**src/hdl/rcam_pkg.sv**
```systemverilog
`timescale 1ns / 1ps

package rcam_pkg;

    // Largest frame dimension the counters cover.
    localparam int MAX_DIM = 4096;

    // Configuration register and counter widths.
    localparam int DIM_W     = 13;
    localparam int CNT_W     = 12;
    localparam int COLOR_W   = 8;
    localparam int SQ_W      = 2 * CNT_W;
    localparam int CFG_IDX_W = 2;

    // Configuration register indexes.
    localparam logic [CFG_IDX_W-1:0] CFG_IMAGE_WIDTH   = 2'd0;
    localparam logic [CFG_IDX_W-1:0] CFG_IMAGE_HEIGHT  = 2'd1;
    localparam logic [CFG_IDX_W-1:0] CFG_CORNER_RADIUS = 2'd2;

    // Frame geometry after clamping, as seen by the pixel pipeline.
    typedef struct packed {
        logic [DIM_W-1:0] w;
        logic [DIM_W-1:0] h;
        logic [CNT_W-1:0] r;
        logic [SQ_W-1:0]  rr;
    } rcam_geom_t;

    // One RGBA pixel.
    typedef struct packed {
        logic [COLOR_W-1:0] red;
        logic [COLOR_W-1:0] green;
        logic [COLOR_W-1:0] blue;
        logic [COLOR_W-1:0] alpha;
    } rcam_rgba_t;

    // Per-axis corner band test result.
    typedef struct packed {
        logic             hit;
        logic [CNT_W-1:0] d;
    } rcam_offset_t;

endpackage

```
**src/hdl/rcam_pixel_if.sv**
```systemverilog
`timescale 1ns / 1ps

interface rcam_pixel_if import rcam_pkg::*; ();

    logic               valid;
    logic               ready;
    logic [COLOR_W-1:0] red;
    logic [COLOR_W-1:0] green;
    logic [COLOR_W-1:0] blue;
    logic [COLOR_W-1:0] alpha;
    logic               frame_start;

    modport source (
        output valid,
        input  ready,
        output red,
        output green,
        output blue,
        output alpha,
        output frame_start
    );

    modport sink (
        input  valid,
        output ready,
        input  red,
        input  green,
        input  blue,
        input  alpha,
        input  frame_start
    );

endinterface

```
**src/hdl/rcam_result_if.sv**
```systemverilog
`timescale 1ns / 1ps

interface rcam_result_if import rcam_pkg::*; ();

    logic               valid;
    logic               ready;
    logic [COLOR_W-1:0] red_out;
    logic [COLOR_W-1:0] green_out;
    logic [COLOR_W-1:0] blue_out;
    logic [COLOR_W-1:0] alpha_out;
    logic               frame_end;

    modport source (
        output valid,
        input  ready,
        output red_out,
        output green_out,
        output blue_out,
        output alpha_out,
        output frame_end
    );

    modport sink (
        input  valid,
        output ready,
        input  red_out,
        input  green_out,
        input  blue_out,
        input  alpha_out,
        input  frame_end
    );

endinterface

```
**src/hdl/rounded_corner_alpha_mask_core.sv**
```systemverilog
// Channel      Direction  Content
// pixel_in     in         red, green, blue, alpha, frame_start
// pixel_out    out        red_out, green_out, blue_out, alpha_out, frame_end
// cfg_*        in         write enable, register index, 13-bit data
//
// One pixel per clock sustained while the result is taken; a request's result passes
// through the input, position, offset, square and output stage registers.
// The two squarers in the square stage set the longest path.
// Reset puts the counters at the origin, width and height at 1 and radius at 0.
// Each stage holds while its successor is full and stalled, so pixel_in.ready falls only
// when all five stages are occupied and the result is not taken.
`timescale 1ns / 1ps

module rounded_corner_alpha_mask_core import rcam_pkg::*; (
    input  logic                 clk,
    input  logic                 rst_n,
    rcam_pixel_if.sink           pixel_in,
    rcam_result_if.source        pixel_out,
    input  logic                 cfg_we,
    input  logic [CFG_IDX_W-1:0] cfg_index,
    input  logic [DIM_W-1:0]     cfg_data
);

    rcam_geom_t geom;

    // Stage enables.
    logic en1, en2, en3, en4, en5;

    // Input stage.
    logic       s1_valid_reg;
    rcam_rgba_t s1_pix_reg;
    logic       s1_fs_reg;

    // Position stage and pixel counters.
    logic             s2_valid_reg;
    rcam_rgba_t       s2_pix_reg;
    logic [CNT_W-1:0] s2_x_reg;
    logic [CNT_W-1:0] s2_y_reg;
    logic [CNT_W-1:0] col_reg;
    logic [CNT_W-1:0] row_reg;
    logic [CNT_W-1:0] col_next;
    logic [CNT_W-1:0] row_next;
    logic [CNT_W-1:0] x_cur;
    logic [CNT_W-1:0] y_cur;
    logic [DIM_W-1:0] x_inc;
    logic [DIM_W-1:0] y_inc;

    // Offset stage.
    logic             s3_valid_reg;
    rcam_rgba_t       s3_pix_reg;
    logic             s3_hit_reg;
    logic             s3_end_reg;
    logic [CNT_W-1:0] s3_dx_reg;
    logic [CNT_W-1:0] s3_dy_reg;
    rcam_offset_t     off_x;
    rcam_offset_t     off_y;
    logic             hit_next;
    logic             end_next;

    // Square stage.
    logic            s4_valid_reg;
    rcam_rgba_t      s4_pix_reg;
    logic            s4_hit_reg;
    logic            s4_end_reg;
    logic [SQ_W-1:0] s4_sqx_reg;
    logic [SQ_W-1:0] s4_sqy_reg;

    // Output stage.
    logic            out_valid_reg;
    rcam_rgba_t      out_pix_reg;
    logic            out_end_reg;
    logic [SQ_W:0]   dist_sum;
    logic            outside;

    // Corner band test along one axis: distance from the corner center.
    function automatic rcam_offset_t corner_offset(
        input logic [CNT_W-1:0] pos,
        input logic [DIM_W-1:0] size,
        input logic [CNT_W-1:0] r
    );
        logic [DIM_W-1:0] band_start;
        logic [DIM_W-1:0] diff;
        rcam_offset_t     res;
        band_start = size - {1'b0, r};
        diff       = {1'b0, pos} - band_start;
        res.hit    = 1'b0;
        res.d      = '0;
        if (pos < r)
        begin
            res.hit = 1'b1;
            res.d   = r - CNT_W'(1) - pos;
        end
        else if ({1'b0, pos} >= band_start)
        begin
            res.hit = 1'b1;
            res.d   = diff[CNT_W-1:0];
        end
        return res;
    endfunction

    rcam_geometry u_geometry (
        .clk       (clk),
        .rst_n     (rst_n),
        .cfg_we    (cfg_we),
        .cfg_index (cfg_index),
        .cfg_data  (cfg_data),
        .geom      (geom)
    );

    // Each stage loads when it is empty or its content moves on.
    assign en5 = !out_valid_reg || pixel_out.ready;
    assign en4 = !s4_valid_reg || en5;
    assign en3 = !s3_valid_reg || en4;
    assign en2 = !s2_valid_reg || en3;
    assign en1 = !s1_valid_reg || en2;
    assign pixel_in.ready = en1;

    // Valid bits of the pipeline.
    always_ff @(posedge clk or negedge rst_n)
    begin
        if (!rst_n)
        begin
            s1_valid_reg  <= 1'b0;
            s2_valid_reg  <= 1'b0;
            s3_valid_reg  <= 1'b0;
            s4_valid_reg  <= 1'b0;
            out_valid_reg <= 1'b0;
        end
        else
        begin
            if (en1)
                s1_valid_reg <= pixel_in.valid;
            if (en2)
                s2_valid_reg <= s1_valid_reg;
            if (en3)
                s3_valid_reg <= s2_valid_reg;
            if (en4)
                s4_valid_reg <= s3_valid_reg;
            if (en5)
                out_valid_reg <= s4_valid_reg;
        end
    end

    // Input register.
    always_ff @(posedge clk)
    begin
        if (en1)
        begin
            s1_pix_reg.red   <= pixel_in.red;
            s1_pix_reg.green <= pixel_in.green;
            s1_pix_reg.blue  <= pixel_in.blue;
            s1_pix_reg.alpha <= pixel_in.alpha;
            s1_fs_reg        <= pixel_in.frame_start;
        end
    end

    // Raster position of the pixel and the position of the next one.
    always_comb
    begin
        x_cur    = s1_fs_reg ? '0 : col_reg;
        y_cur    = s1_fs_reg ? '0 : row_reg;
        x_inc    = {1'b0, x_cur} + DIM_W'(1);
        y_inc    = {1'b0, y_cur} + DIM_W'(1);
        col_next = x_inc[CNT_W-1:0];
        row_next = y_cur;
        if (x_inc >= geom.w)
        begin
            col_next = '0;
            row_next = (y_inc >= geom.h) ? '0 : y_inc[CNT_W-1:0];
        end
    end

    always_ff @(posedge clk or negedge rst_n)
    begin
        if (!rst_n)
        begin
            col_reg <= '0;
            row_reg <= '0;
        end
        else if (en2 && s1_valid_reg)
        begin
            col_reg <= col_next;
            row_reg <= row_next;
        end
    end

    always_ff @(posedge clk)
    begin
        if (en2)
        begin
            s2_pix_reg <= s1_pix_reg;
            s2_x_reg   <= x_cur;
            s2_y_reg   <= y_cur;
        end
    end

    // Corner offsets and the end-of-frame flag.
    always_comb
    begin
        off_x    = corner_offset(s2_x_reg, geom.w, geom.r);
        off_y    = corner_offset(s2_y_reg, geom.h, geom.r);
        hit_next = (geom.r != '0) && off_x.hit && off_y.hit;
        end_next = ({1'b0, s2_x_reg} == geom.w - DIM_W'(1))
                && ({1'b0, s2_y_reg} == geom.h - DIM_W'(1));
    end

    always_ff @(posedge clk)
    begin
        if (en3)
        begin
            s3_pix_reg <= s2_pix_reg;
            s3_hit_reg <= hit_next;
            s3_end_reg <= end_next;
            s3_dx_reg  <= off_x.d;
            s3_dy_reg  <= off_y.d;
        end
    end

    // Squared offsets.
    always_ff @(posedge clk)
    begin
        if (en4)
        begin
            s4_pix_reg <= s3_pix_reg;
            s4_hit_reg <= s3_hit_reg;
            s4_end_reg <= s3_end_reg;
            s4_sqx_reg <= SQ_W'(s3_dx_reg) * SQ_W'(s3_dx_reg);
            s4_sqy_reg <= SQ_W'(s3_dy_reg) * SQ_W'(s3_dy_reg);
        end
    end

    // Distance compare against the squared radius; clear alpha outside the arc.
    always_comb
    begin
        dist_sum = {1'b0, s4_sqx_reg} + {1'b0, s4_sqy_reg};
        outside  = s4_hit_reg && (dist_sum > {1'b0, geom.rr});
    end

    always_ff @(posedge clk)
    begin
        if (en5)
        begin
            out_pix_reg.red   <= s4_pix_reg.red;
            out_pix_reg.green <= s4_pix_reg.green;
            out_pix_reg.blue  <= s4_pix_reg.blue;
            out_pix_reg.alpha <= outside ? '0 : s4_pix_reg.alpha;
            out_end_reg       <= s4_end_reg;
        end
    end

    assign pixel_out.valid     = out_valid_reg;
    assign pixel_out.red_out   = out_pix_reg.red;
    assign pixel_out.green_out = out_pix_reg.green;
    assign pixel_out.blue_out  = out_pix_reg.blue;
    assign pixel_out.alpha_out = out_pix_reg.alpha;
    assign pixel_out.frame_end = out_end_reg;

    // Input back-pressure only when every stage is full and the result is held.
    a_ready_full: assert property (@(posedge clk) disable iff (!rst_n)
        !pixel_in.ready |-> (s1_valid_reg && s2_valid_reg && s3_valid_reg
                             && s4_valid_reg && out_valid_reg && !pixel_out.ready))
        else $error("input stalled while the pipeline has room");

    // A frame start places the pixel at the origin.
    a_frame_origin: assert property (@(posedge clk) disable iff (!rst_n)
        (en2 && s1_valid_reg && s1_fs_reg) |=> (s2_x_reg == '0 && s2_y_reg == '0))
        else $error("frame start pixel not placed at the origin");

    // The column counter either steps by one or wraps to zero.
    a_column_step: assert property (@(posedge clk) disable iff (!rst_n)
        (en2 && s1_valid_reg && !s1_fs_reg)
            |=> (col_reg == $past(col_reg) + CNT_W'(1) || col_reg == '0))
        else $error("column counter moved by other than one step");

endmodule

```
**src/hdl/rcam_geometry.sv**
```systemverilog
`timescale 1ns / 1ps

module rcam_geometry import rcam_pkg::*; (
    input  logic                 clk,
    input  logic                 rst_n,
    input  logic                 cfg_we,
    input  logic [CFG_IDX_W-1:0] cfg_index,
    input  logic [DIM_W-1:0]     cfg_data,
    output rcam_geom_t           geom
);

    logic [DIM_W-1:0] width_reg;
    logic [DIM_W-1:0] height_reg;
    logic [DIM_W-1:0] radius_reg;

    logic [DIM_W-1:0] w_eff;
    logic [DIM_W-1:0] h_eff;
    logic [DIM_W-1:0] min_dim;
    logic [CNT_W-1:0] half_dim;
    logic [CNT_W-1:0] r_next;

    logic [DIM_W-1:0] w_reg;
    logic [DIM_W-1:0] h_reg;
    logic [CNT_W-1:0] r_reg;
    logic [SQ_W-1:0]  rr_reg;

    // A zero dimension acts as one, an oversized one as the maximum.
    function automatic logic [DIM_W-1:0] eff_dim(input logic [DIM_W-1:0] v);
        logic [DIM_W-1:0] res;
        if (v == '0)
            res = DIM_W'(1);
        else if (v > DIM_W'(MAX_DIM))
            res = DIM_W'(MAX_DIM);
        else
            res = v;
        return res;
    endfunction

    // Register file.
    always_ff @(posedge clk or negedge rst_n)
    begin
        if (!rst_n)
        begin
            width_reg  <= DIM_W'(1);
            height_reg <= DIM_W'(1);
            radius_reg <= '0;
        end
        else if (cfg_we)
        begin
            case (cfg_index)
                CFG_IMAGE_WIDTH:   width_reg  <= cfg_data;
                CFG_IMAGE_HEIGHT:  height_reg <= cfg_data;
                CFG_CORNER_RADIUS: radius_reg <= cfg_data;
                default:           ;
            endcase
        end
    end

    // Clamp the radius to half the smaller dimension so corners never overlap.
    always_comb
    begin
        w_eff    = eff_dim(width_reg);
        h_eff    = eff_dim(height_reg);
        min_dim  = (w_eff < h_eff) ? w_eff : h_eff;
        half_dim = min_dim[DIM_W-1:1];
        r_next   = (radius_reg < {1'b0, half_dim}) ? radius_reg[CNT_W-1:0] : half_dim;
    end

    // Derived geometry; the squared radius follows the radius by one register.
    always_ff @(posedge clk or negedge rst_n)
    begin
        if (!rst_n)
        begin
            w_reg  <= DIM_W'(1);
            h_reg  <= DIM_W'(1);
            r_reg  <= '0;
            rr_reg <= '0;
        end
        else
        begin
            w_reg  <= w_eff;
            h_reg  <= h_eff;
            r_reg  <= r_next;
            rr_reg <= SQ_W'(r_reg) * SQ_W'(r_reg);
        end
    end

    assign geom.w  = w_reg;
    assign geom.h  = h_reg;
    assign geom.r  = r_reg;
    assign geom.rr = rr_reg;

    // The clamped radius never exceeds half of either dimension.
    a_radius_clamped: assert property (@(posedge clk) disable iff (!rst_n)
        ({geom.r, 1'b0} <= geom.w) && ({geom.r, 1'b0} <= geom.h))
        else $error("clamped radius exceeds half a frame dimension");

    // The squared radius tracks the radius of the previous cycle.
    a_rr_tracks: assert property (@(posedge clk) disable iff (!rst_n)
        $past(rst_n) |-> (geom.rr == SQ_W'($past(geom.r)) * SQ_W'($past(geom.r))))
        else $error("squared radius out of step with radius");

endmodule
```
**src/flat_wrapper.sv**
```systemverilog
// flat-port wrapper written by rule: the top's interface ports become plain ports
module rounded_corner_alpha_mask_core_flat import rcam_pkg::*;
  (clk, rst_n, cfg_we, cfg_index, cfg_data, pixel_in_valid, pixel_in_ready, pixel_in_red, pixel_in_green, pixel_in_blue, pixel_in_alpha, pixel_in_frame_start, pixel_out_valid, pixel_out_ready, pixel_out_red_out, pixel_out_green_out, pixel_out_blue_out, pixel_out_alpha_out, pixel_out_frame_end);
  rcam_pixel_if pixel_in_i ();
  rcam_result_if pixel_out_i ();
  input  logic clk;
  input  logic rst_n;
  input  logic cfg_we;
  input  logic [CFG_IDX_W-1:0] cfg_index;
  input  logic [DIM_W-1:0] cfg_data;
  input wire logic [$bits(pixel_in_i.valid)-1:0] pixel_in_valid;
  output wire logic [$bits(pixel_in_i.ready)-1:0] pixel_in_ready;
  input wire logic [$bits(pixel_in_i.red)-1:0] pixel_in_red;
  input wire logic [$bits(pixel_in_i.green)-1:0] pixel_in_green;
  input wire logic [$bits(pixel_in_i.blue)-1:0] pixel_in_blue;
  input wire logic [$bits(pixel_in_i.alpha)-1:0] pixel_in_alpha;
  input wire logic [$bits(pixel_in_i.frame_start)-1:0] pixel_in_frame_start;
  output wire logic [$bits(pixel_out_i.valid)-1:0] pixel_out_valid;
  input wire logic [$bits(pixel_out_i.ready)-1:0] pixel_out_ready;
  output wire logic [$bits(pixel_out_i.red_out)-1:0] pixel_out_red_out;
  output wire logic [$bits(pixel_out_i.green_out)-1:0] pixel_out_green_out;
  output wire logic [$bits(pixel_out_i.blue_out)-1:0] pixel_out_blue_out;
  output wire logic [$bits(pixel_out_i.alpha_out)-1:0] pixel_out_alpha_out;
  output wire logic [$bits(pixel_out_i.frame_end)-1:0] pixel_out_frame_end;
  assign pixel_in_i.valid = pixel_in_valid;
  assign pixel_in_ready = pixel_in_i.ready;
  assign pixel_in_i.red = pixel_in_red;
  assign pixel_in_i.green = pixel_in_green;
  assign pixel_in_i.blue = pixel_in_blue;
  assign pixel_in_i.alpha = pixel_in_alpha;
  assign pixel_in_i.frame_start = pixel_in_frame_start;
  assign pixel_out_valid = pixel_out_i.valid;
  assign pixel_out_i.ready = pixel_out_ready;
  assign pixel_out_red_out = pixel_out_i.red_out;
  assign pixel_out_green_out = pixel_out_i.green_out;
  assign pixel_out_blue_out = pixel_out_i.blue_out;
  assign pixel_out_alpha_out = pixel_out_i.alpha_out;
  assign pixel_out_frame_end = pixel_out_i.frame_end;
  rounded_corner_alpha_mask_core u_core (.clk(clk), .rst_n(rst_n), .pixel_in(pixel_in_i), .pixel_out(pixel_out_i), .cfg_we(cfg_we), .cfg_index(cfg_index), .cfg_data(cfg_data));
endmodule
```
**config.mk**
```make
export PLATFORM = sky130hd
export DESIGN_NAME = rounded_corner_alpha_mask_core_flat
export DESIGN_NICKNAME = d
export VERILOG_FILES = /design/src/hdl/rcam_pkg.sv /design/src/hdl/rcam_pixel_if.sv /design/src/hdl/rcam_result_if.sv /design/src/hdl/rounded_corner_alpha_mask_core.sv /design/src/hdl/rcam_geometry.sv /design/src/flat_wrapper.sv
export SDC_FILE = /design/constraint.sdc
export NUM_CORES = 1
export LEC_CHECK = 0
export BUFFER_PORTS_ARGS = -buffer_cell sky130_fd_sc_hd__buf_2
export CAP_MARGIN = 15
export CORE_MARGIN = 2
export CORE_UTILIZATION = 40
export CTS_CLUSTER_DIAMETER = 60
export CTS_CLUSTER_SIZE = 24
export DETAILED_ROUTE_END_ITERATION = 6
export GPL_ROUTABILITY_DRIVEN = 0
export SETUP_SLACK_MARGIN = 0.5
export SLEW_MARGIN = 0
export SYNTH_ARGS = -nofsm -noshare
export SYNTH_HDL_FRONTEND = slang
export SYNTH_SLANG_ARGS = --single-unit
```
**constraint.sdc**
```tcl
create_clock -name clk -period 6.6 [get_ports clk]
set_clock_uncertainty 0.2 [all_clocks]
set_input_delay 0.99 -clock clk [delete_from_list [all_inputs] [get_ports clk]]
set_output_delay 0.99 -clock clk [all_outputs]
set_load 0.01 [all_outputs]
```
==> results of run 1 <==
## layout make-up
class                      instances  area [um^2]  share of cell area
multi-input combinational       2013        18500               0.527
sequential                       389        11100               0.315
inverter                         534         2020              0.0576
tap                             1050         1310              0.0375
timing repair buffer             163         1030              0.0295
clock buffer                      35          801              0.0228
clock inverter                    23          377              0.0107
antenna                            1         2.50           0.0000714
## metrics by stage
stage | hold WS (ns) | utilization | area, um^2 | setup slack, ns
detailed placement | 0.205 | 0.425 | 33500 | 0.518
CTS | 0.125 | 0.440 | 34700 | 0.508
global route | 0.169 | 0.445 | 35100 | 0.468
floorplan | 0.200 | - | 31700 | 0.803
global placement | 0.200 | 0.425 | 33500 | 0.657
finish | 0.128 | 0.445 | 35100 | 0.670
## what timing repair did
action | CTS | global route
hold buffers | 0 | 0
endpoints found under the setup margin | 1 | 14
buffers inserted | 0 | 46
pin swaps | 0 | 1
endpoints found under the hold margin | 0 | 0
gates resized for setup | 2 | 19
## logic make-up after synthesis
group	after synthesis	share of synthesized area
AO/OA/AOI/OAI	439	0.0943
XOR/XNOR	196	0.0544
adder cells (fa/ha/maj)	609	0.298
buffers and inverters	595	0.0707
flip-flops	389	0.348
multiplexers	67	0.0229
AND/OR/NAND/NOR	702	0.112
## layer usage
layer  global-route usage  part of all wire  vias up
met5                    0                 0        -
met3               0.0170             0.033       84
met2                0.291              0.47      322
met1                0.242              0.47    10100
met4               0.0437             0.027        0
li1                     -                 -    10300
## synthesized netlist by cell type, types with 73 or more instances
cell type / count / share of area
a21o_1: 73 / 0.017
a21oi_1: 99 / 0.016
and2_1: 98 / 0.019
dfrtp_1: 125 / 0.099
edfxtp_1: 260 / 0.25
fa_1: 243 / 0.15
ha_1: 366 / 0.14
inv_1: 525 / 0.062
nand2_1: 166 / 0.020
nor2_1: 166 / 0.020
nor2b_1: 73 / 0.014
o21ai_0: 84 / 0.013
xnor2_1: 131 / 0.036
## final timing paths
| check | from | to | slack, ns | depth (start not counted) |
|---|---|---|---|---|
| setup / recovery | u_core.u_geometry.r_reg[8] | u_core.u_geometry.rr_reg[20] | 0.67 | 22 |
| hold / removal | rst_n | u_core.s4_valid_reg | 0.13 | 1 |
| setup reg to reg | u_core.u_geometry.r_reg[8] | u_core.u_geometry.rr_reg[20] | 0.67 | 22 |
| hold reg to reg | u_core.s2_pix_reg[11] | u_core.s3_pix_reg[11] | 0.22 | 0 |
| max in group asynchronous | rst_n | u_core.u_geometry.rr_reg[12] | 4.76 | 2 |
| min in group clk | u_core.s2_pix_reg[11] | u_core.s3_pix_reg[11] | 0.22 | 0 |
## worst register-to-register path, stage by stage (launching register included)
cell	delay (ns)
dfrtp_2	0.44
clkinvlp_4	0.16
buf_4	0.20
nor2_1	0.19
inv_1	0.08
fa_1	0.51
inv_1	0.07
ha_1	0.28
a21oi_1	0.09
fa_1	0.54
inv_1	0.05
fa_1	0.53
inv_1	0.05
fa_1	0.49
inv_1	0.05
ha_1	0.34
and3_1	0.19
a311o_1	0.37
o41ai_4	0.39
buf_4	0.19
o211ai_1	0.09
a21oi_1	0.19
xnor2_1	0.13
## placed cells by master (no fill, tap or decap), types with 12 or more instances in the layout
cell,n
nand4_1,27
and3_1,19
xnor2_1,131
xor2_1,64
mux2_2,43
nor2_1,164
nand2b_1,23
o22ai_1,13
clkbuf_16,31
a22o_1,12
nor2b_1,73
a21oi_1,99
inv_1,523
buf_2,87
fa_1,242
mux2i_1,23
o21a_1,21
o21ai_0,83
dfrtp_1,115
ha_1,366
o21bai_1,17
edfxtp_1,260
and2_1,97
nor3_1,34
buf_4,73
a21o_1,73
nand2_1,164
nand3_1,42
==> metrics.md, run 1 <==
| Metric | Value |
|---|---|
| Largest net degree at the start of global routing | 69 |
| WP data required | 6.93 ns |
| DRT Pass-1 Iters | 5 |
| HP Class | in -> async |
| Total track usage | 0.174 |
| CTS H-tree lvls | 1 |
| Layout cell share with drive strength beyond 1 | 0.106 |
| Die Width | 286 um |
| Distinct cells, synth | 86 |
| RSZ-0062 raised after global routing | false |
| Final worst-path cycle share | 0.898 |
| Post-synth EDFFs | 260 |
| Vias in the first global route | 20,900 |
| CP most frequent cell | inv_1 |
| FILL cells | 7,497 |
| Core footprint | 78,700 um^2 |
| Die footprint | 81,500 um^2 |
| Worst EP arrival | 6.26 ns |
| Startpoint Class | flop |
| Clock-pin transition on the worst setup and hold timing paths | 0.09 ns |
| Nets | 3,794 |
| Worst-Margin Slew | 1.14 ns |
| CP Class | reg -> reg |
| Post-route ant nets | 0 |
| Endpoints failing setup | 0 |
| Max cap viols | 0 |
| CP max stage delay | 0.54 ns |
| DR vias | 20,800 |
| Synthesized instance count | 2,997 |
| Crit path buf inv count | 8 |
| DR DRC count | 0 |
| TritonCTS clock tree | built |
| Post-Synthesis Net Count | 3,659 |
| Delay-heaviest family, CP | adder cells |
| Crit path max fanout | 6 |
| Synth Cell Area | 31,700 um^2 |
| Layout area overhead | 10.6% |
| HPWL after DPL | 56,400 um |
| Cell Rows | 103 |
| Final WL | 70,400 um |
| Syn Area/Cell | 10.6 um^2 |
| Setup crit end kind | flop |
| Placed insts | 4,103 |
| Setup TNS | 0 ns |
| Clock root cell | clkbuf_16 |
| Crit path cell chain | clkinvlp_4, buf_4, nor2_1, inv_1, fa_1, inv_1, ha_1, a21oi_1, fa_1, inv_1, fa_1, inv_1, fa_1, inv_1, ha_1, and3_1, a311o_1, o41ai_4, buf_4, o211ai_1, a21oi_1, xnor2_1 |
| Worst-Skew Late Latency | 0.64 ns |
| Synth Register Bits | 389 |
| Worst slew margin | 0.241 |
| Max clock buf depth | 3 |
| Ys Warns | 0 |
| GRT overflow | 0 |
| CP max-delay cell | fa_1 |
| Num CTS Buffers | 31 |
| Ys async rst share | 0.332 |
| Register area share after synthesis | 0.348 |
| 1st-iter DRT viols | 1,061 |
| FMAX | 169 MHz |
| Pins Over Slew Limit | 0 |
| Port Buffers | 87 |
| Clk sinks | 389 |
| Initial Utilization | 0.403 |
| Drt wl/cell | 16.7 um |
| Die Height | 286 um |
| Fin. Hold Viols | 0 |
| Outcome | finished clean |
| First-pass GRT wire length | 113,000 um |
| Final Critical Period | 5.93 ns |
| Top_reg_cell synth | edfxtp_1 |
| IO Count | 88 |
| Post-Layout Cell Count | 4,208 |
| Initial antenna violation count | 0 |
| Vias per inst | 4.94 |
Power of run 1 is left out: the tool's default activity adds up to more than one toggle a clock period on the data nets, which glitch-free logic cannot reach.
==> inputs of run 2 (changes only) <==
--- a/config.mk
+++ b/config.mk
@@ -10,9 +10,10 @@
 export CORE_MARGIN = 2
 export CORE_UTILIZATION = 40
 export CTS_CLUSTER_DIAMETER = 60
-export CTS_CLUSTER_SIZE = 24
+export CTS_CLUSTER_SIZE = 14
 export DETAILED_ROUTE_END_ITERATION = 6
 export GPL_ROUTABILITY_DRIVEN = 0
+export PLACE_DENSITY_LB_ADDON = 0.2
 export SETUP_SLACK_MARGIN = 0.5
 export SLEW_MARGIN = 0
 export SYNTH_ARGS = -nofsm -noshare
==> constraint.sdc (replaced) <==
create_clock -name clk -period 6.6 [get_ports clk]
set_clock_uncertainty 0.2 [all_clocks]
set_input_delay 0.99 -clock clk [delete_from_list [all_inputs] [get_ports clk]]
set_output_delay 0.99 -clock clk [all_outputs]
set_load 0.05 [all_outputs]
==> run 2 against run 1 <==
  * Sequential share of layout area about the same
  * Die area unchanged
  * Hold slack improved by 0.072 ns
  * Core utilization about the same
  * Worst setup slack improved by 0.052 ns
  * Design area increased by 0.10%
  * Global-route usage increased by 0.51 points
  * Non-clock buffer count increased by 2
  * Critical endpoint is now u_core.s4_sqy_reg[19]
==> metrics.md, run 2 (synthesis gave the netlist of run 1 again) <==
| Metric | Value |
|---|---|
| Final Critical Period | 5.88 ns |
| Multi-input logic area | 18,500 um^2 |
| Layout cell share with drive strength beyond 1 | 0.107 |
| Fin. Hold Viols | 0 |
| Crit path max fanout | 10 |
| Core footprint | 78,700 um^2 |
| DRT Pass-1 Iters | 5 |
| RSZ-0062 raised after global routing | false |
| HPWL after DPL | 58,900 um |
| Initial antenna violation count | 2 |
| Clk sinks | 389 |
| Pins Over Slew Limit | 0 |
| Worst-Margin Slew | 1.06 ns |
| First-pass GRT wire length | 117,000 um |
| Cell Rows | 103 |
| HP Class | in -> async |
| Die Width | 286 um |
| Initial Utilization | 0.403 |
| Largest net degree at the start of global routing | 70 |
| Worst slew margin | 0.291 |
| Vias per inst | 5.04 |
| Cell area after layout | 35,100 um^2 |
| CP most frequent cell | fa_1 |
| Total track usage | 0.179 |
| Max cap viols | 0 |
| Num CTS Buffers | 39 |
| 1st-iter DRT viols | 1,205 |
| Die Height | 286 um |
| FILL cells | 7,393 |
| Port Buffers | 87 |
| CP max stage delay | 0.55 ns |
| Most used cells in the layout excluding fill and tap cells | 524 x inv_1, 366 x ha_1, 260 x edfxtp_1 |
| Drt wl/cell | 17.2 um |
| Final worst-path cycle share | 0.891 |
| Final WL | 72,700 um |
| Die footprint | 81,500 um^2 |
| DR DRC count | 0 |
| Startpoint Class | flop |
| TritonCTS clock tree | built |
| Nets | 3,804 |
| Inserted Diodes | 0 |
| FMAX | 170 MHz |
| Max clock buf depth | 3 |
| Setup TNS | 0 ns |
| Crit path buf inv count | 4 |
| Layout area overhead | 10.7% |
| Delay-heaviest family, CP | adder cells |
| Post-route ant nets | 0 |
| Outcome | finished clean |
| IO Count | 88 |
| Clock root cell | clkbuf_16 |
| Placed cell areas | 33,400 um^2 |
| Worst EP arrival | 5.99 ns |
| Crit path cell chain | and2_1, fa_1, fa_1, inv_1, fa_1, inv_1, fa_1, inv_1, fa_1, inv_1, ha_1, or4_1, o21ai_0, nor2b_1, a21o_1, a21oi_1, nor2_1, o21ai_0, a21oi_1 |
| Worst-Skew Late Latency | 0.57 ns |
| WP data required | 6.71 ns |
| CTS H-tree lvls | 2 |
| DR vias | 21,300 |
| CP max-delay cell | edfxtp_1 |
| Reg area | 11,100 um^2 |
| Setup crit end kind | flop |
| Clock-pin transition on the worst setup and hold timing paths | 0.06 ns |
| Vias in the first global route | 22,000 |
| GRT overflow | 0 |
| Most common cell after layout, fill and taps aside | inv_1 |
| Endpoints failing setup | 0 |
| CP Class | reg -> reg |
==> run 2: cell count changes in the layout (fill, tap and decap cells not counted), sizes merged <==
cell / before / now
buf: 163 / 164
clkbuf: 35 / 52
clkinvlp: 5 / 6
inv: 542 / 533
diode: 1 / 0
==> run 2: worst register-to-register path, cell delays in order, from the launching register on <==
cell      delay (ns)
edfxtp_1        0.55
and2_1          0.25
fa_1            0.45
fa_1            0.55
inv_1           0.05
fa_1            0.48
inv_1           0.06
fa_1            0.52
inv_1           0.05
fa_1            0.54
inv_1           0.05
ha_1            0.23
or4_1           0.52
o21ai_0         0.19
nor2b_1         0.14
a21o_1          0.20
a21oi_1         0.24
nor2_1          0.08
o21ai_0         0.18
a21oi_1         0.09
==> run 2: path summary, 6_finish.rpt <==
check / depth (start not counted) / startpoint / end / slack (ns)
max in group asynchronous: 2 / rst_n / u_core.u_geometry.rr_reg[10] / 4.71
worst max-delay path: 19 / u_core.s3_dy_reg[2] / u_core.s4_sqy_reg[19] / 0.72
worst min-delay path: 1 / rst_n / u_core.col_reg[7] / 0.20
worst max register to register: 19 / u_core.s3_dy_reg[2] / u_core.s4_sqy_reg[19] / 0.72
worst min register to register: 0 / u_core.s1_pix_reg[4] / u_core.s2_pix_reg[4] / 0.21
min in group clk: 0 / u_core.s1_pix_reg[4] / u_core.s2_pix_reg[4] / 0.21
==> run 2: repair_timing <==
item	4_1_cts	5_1_grt
hold buffers	0	0
resized for setup	1	20
buffers inserted	2	52
endpoints found under the setup margin	2	14
pin swaps	0	1
==> run 2: cell type report <==
type	count	area share
clock inverter	15	0.00449
multi-input combinational	2013	0.526
timing repair buffer	165	0.0292
tap	1050	0.0374
inverter	534	0.0575
sequential	389	0.315
clock buffer	51	0.0303
==> run 2: stage by stage <==
stage	util	std cells	hold slack [ns]	worst slack [ns]
floorplan	-	2997	0.200	0.803
global placement	0.424	4097	0.200	0.595
detailed placement	0.424	4097	0.205	0.446
CTS	0.440	4165	0.199	0.532
global route	0.446	4217	0.224	0.478
finish	0.446	4217	0.200	0.722
==> run 2: per-layer routing <==
layer / up-vias / track usage / part of all wire
met5: - / 0 / 0
met4: 0 / 0.0640 / 0.037
met3: 122 / 0.0190 / 0.030
met2: 365 / 0.307 / 0.49
met1: 10500 / 0.234 / 0.45
li1: 10300 / - / -
Power of run 2 is left out for the same reason.
==> inputs of run 3 (changes only) <==
--- a/config.mk
+++ b/config.mk
@@ -18,4 +18,5 @@
 export SLEW_MARGIN = 0
 export SYNTH_ARGS = -nofsm -noshare
 export SYNTH_HDL_FRONTEND = slang
+export SYNTH_HIERARCHICAL = 1
 export SYNTH_SLANG_ARGS = --single-unit
==> run 3 against run 2 <==
  * Area after synthesis up 1.3%
  * Register-to-register slack got worse by 0.02 ns
  * Core utilization is 0.33 points higher
  * Critical path depth did not move
  * Global-route usage about the same
  * Sequential share of layout area down 0.45 points
  * Hold slack gained 0.0076 ns
==> metrics.md, run 3 <==
| Metric | Value |
|---|---|
| Worst-Skew Late Latency | 0.58 ns |
| Clock-pin transition on the worst setup and hold timing paths | 0.06 ns |
| Pins Over Slew Limit | 0 |
| Total track usage | 0.179 |
| Most common cell after layout, fill and taps aside | inv_1 |
| Die Height | 287 um |
| TritonCTS clock tree | built |
| Max clock buf depth | 3 |
| Post-synth EDFFs | 260 |
| Reg area | 11,000 um^2 |
| Cell Rows | 103 |
| Max cap viols | 0 |
| HPWL after DPL | 58,100 um |
| Final Critical Period | 5.90 ns |
| Post-route ant nets | 0 |
| Most used cells in the layout excluding fill and tap cells | 542 x inv_1, 369 x ha_1, 260 x edfxtp_1 |
| Syn Area/Cell | 10.6 um^2 |
| DR DRC count | 0 |
| Port Buffers | 87 |
| Fin. Hold Viols | 0 |
| DRT Pass-1 Iters | 5 |
| Outcome | finished clean |
| Core footprint | 79,300 um^2 |
| CP Class | reg -> reg |
| Crit path max fanout | 5 |
| Initial Utilization | 0.405 |
| Endpoints failing setup | 0 |
| Final worst-path cycle share | 0.894 |
| CTS H-tree lvls | 2 |
| Gr busiest metal | met2 |
| Die footprint | 82,600 um^2 |
| GRT overflow | 0 |
| FMAX | 169 MHz |
| Setup crit end kind | flop |
| Synth Register Bits | 389 |
| Post-Synthesis Net Count | 3,714 |
| Setup TNS | 0 ns |
| Met3 usage | 0.0175 |
| Die Width | 287 um |
| HP Class | in -> async |
| Initial antenna violation count | 0 |
| Startpoint Class | flop |
| Num CTS Buffers | 41 |
| Largest net degree at the start of global routing | 75 |
| Vias per inst | 5.07 |
| Met2 Usage GRT | 0.317 |
| Final WL | 72,400 um |
| Inserted Diodes | 0 |
| Distinct cells, synth | 76 |
| Area contributors post-synth | edfxtp_1 24%, fa_1 15%, ha_1 14%, dfrtp_1 9.7%, inv_1 6.4% |
| First-pass GRT wire length | 119,000 um |
| Synth Cell Area | 32,100 um^2 |
| Vias in the first global route | 22,700 |
| Most frequent cells after synthesis | 544 x inv_1, 372 x ha_1, 260 x edfxtp_1 |
| DR vias | 21,500 |
| Worst-Margin Slew | 1.13 ns |
| Ys Warns | 6 |
| Clk sinks | 389 |
| Layout cell share with drive strength beyond 1 | 0.103 |
| Largest area contributor in the netlist | edfxtp_1 |
| 1st-iter DRT viols | 991 |
| CP most frequent cell | fa_1 |
| CP max stage delay | 0.55 ns |
| Drt wl/cell | 17.0 um |
| FILL cells | 7,444 |
| Synthesized instance count | 3,043 |
| Cts hold-fix bufs | 0 |
| Crit path cell chain | buf_4, nand2_1, fa_1, fa_1, inv_1, fa_1, fa_1, inv_1, fa_1, inv_1, ha_4, a211oi_2, o21bai_2, a2111oi_4, o31ai_2, or4_4, a41o_1, a21oi_2, xnor2_1 |
| Layout area overhead | 10.8% |
| Top_reg_cell synth | edfxtp_1 |
| Top-count cell post-synth | inv_1 |
| WP data required | 6.72 ns |
| Nets | 3,843 |
| CP max-delay cell | fa_1 |
| Worst EP arrival | 6.02 ns |
| IO Count | 88 |
| Multi-input logic area | 18,900 um^2 |
| Worst slew margin | 0.244 |
| Clock root cell | clkbuf_16 |
| RSZ-0062 raised after global routing | true |
| GRT met1 Usage | 0.230 |
| Area share of the largest cell type after synthesis | 0.243 |
| Ys async rst share | 0.332 |
| Register area share after synthesis | 0.344 |
==> run 3: changes by cell type in the layout (fill, tap and decap cells not counted), moves of 18 or more <==
cell | before | now
buf_4 | 77 | 57
a21o_1 | 73 | 38
xor2_1 | 64 | 85
inv_1 | 524 | 542
and2_1 | 98 | 134
nor2_1 | 163 | 109
==> run 3: path summary, 6_finish.rpt <==
check,endpoint,cells after the start,slack (ns),start
hold / removal,u_core/row_reg[8],1,0.21,rst_n
setup reg to reg,u_core/s4_sqy_reg[23],19,0.70,u_core/s3_dy_reg[8]
setup / recovery,u_core/s4_sqy_reg[23],19,0.70,u_core/s3_dy_reg[8]
min in group clk,u_core/s2_pix_reg[17],0,0.21,u_core/s1_pix_reg[17]
max in group asynchronous,u_core/u_geometry/r_reg[6],2,4.70,rst_n
hold reg to reg,u_core/s2_pix_reg[17],0,0.21,u_core/s1_pix_reg[17]
==> run 3: area by class of cell <==
cell class,count,share of cell area
clock inverter,18,0.00636
tap,1050,0.0369
timing repair buffer,149,0.0263
sequential,389,0.310
inverter,544,0.0574
clock buffer,51,0.0308
multi-input combinational,2047,0.532
==> run 3: layer usage <==
layer	up-vias	part of all wire	wire length, um
li1	10500	-	-
met1	10600	0.44	31900
met2	348	0.50	36400
met3	110	0.029	2100
met4	0	0.028	2030
met5	-	0	0
==> run 3: critical path, delay by kind of cell, from the launching register on <==
family	cells	cell delay, ns
adder cells (fa/ha/maj)	6	2.76
XOR/XNOR	1	0.09
AO/OA/AOI/OAI	6	1.23
flip-flops	1	0.44
buffers and inverters	4	0.31
AND/OR/NAND/NOR	2	0.61
==> run 3: per-stage QoR <==
| stage | util | setup slack, ns | cell area (um^2) | hold slack [ns] | std cells |
|---|---|---|---|---|---|
| 2_1_floorplan | - | 0.721 | 32100 | 0.200 | 3043 |
| 3_3_place_gp | 0.427 | 0.485 | 33800 | 0.200 | 4143 |
| 5_1_grt | 0.449 | 0.444 | 35600 | 0.217 | 4248 |
| 4_1_cts | 0.444 | 0.493 | 35200 | 0.201 | 4218 |
| 6_report | 0.449 | 0.699 | 35600 | 0.208 | 4248 |
| 3_5_place_dp | 0.427 | 0.393 | 33800 | 0.205 | 4143 |
==> run 3: cell families (layout without fill, tap and decap cells) <==
| kind of cell | count (synthesis) | in the layout | share of synthesized area |
|---|---|---|---|
| mux | 71 | 71 | 0.0239 |
| compound gates | 432 | 432 | 0.0904 |
| fa+ha+maj | 618 | 618 | 0.298 |
| flops | 389 | 389 | 0.344 |
| buf+inv | 607 | 762 | 0.0714 |
| simple gates | 716 | 716 | 0.115 |
| xor+xnor | 209 | 209 | 0.0570 |
| other cells | 1 | 1 | 0.000117 |
==> run 3: timing repair <==
item	in CTS	in global routing
setup endpoints to repair	2	10
buffers inserted	6	30
pin swaps	0	15
gates resized for setup	0	40
Power of run 3 is left out for the same reason.
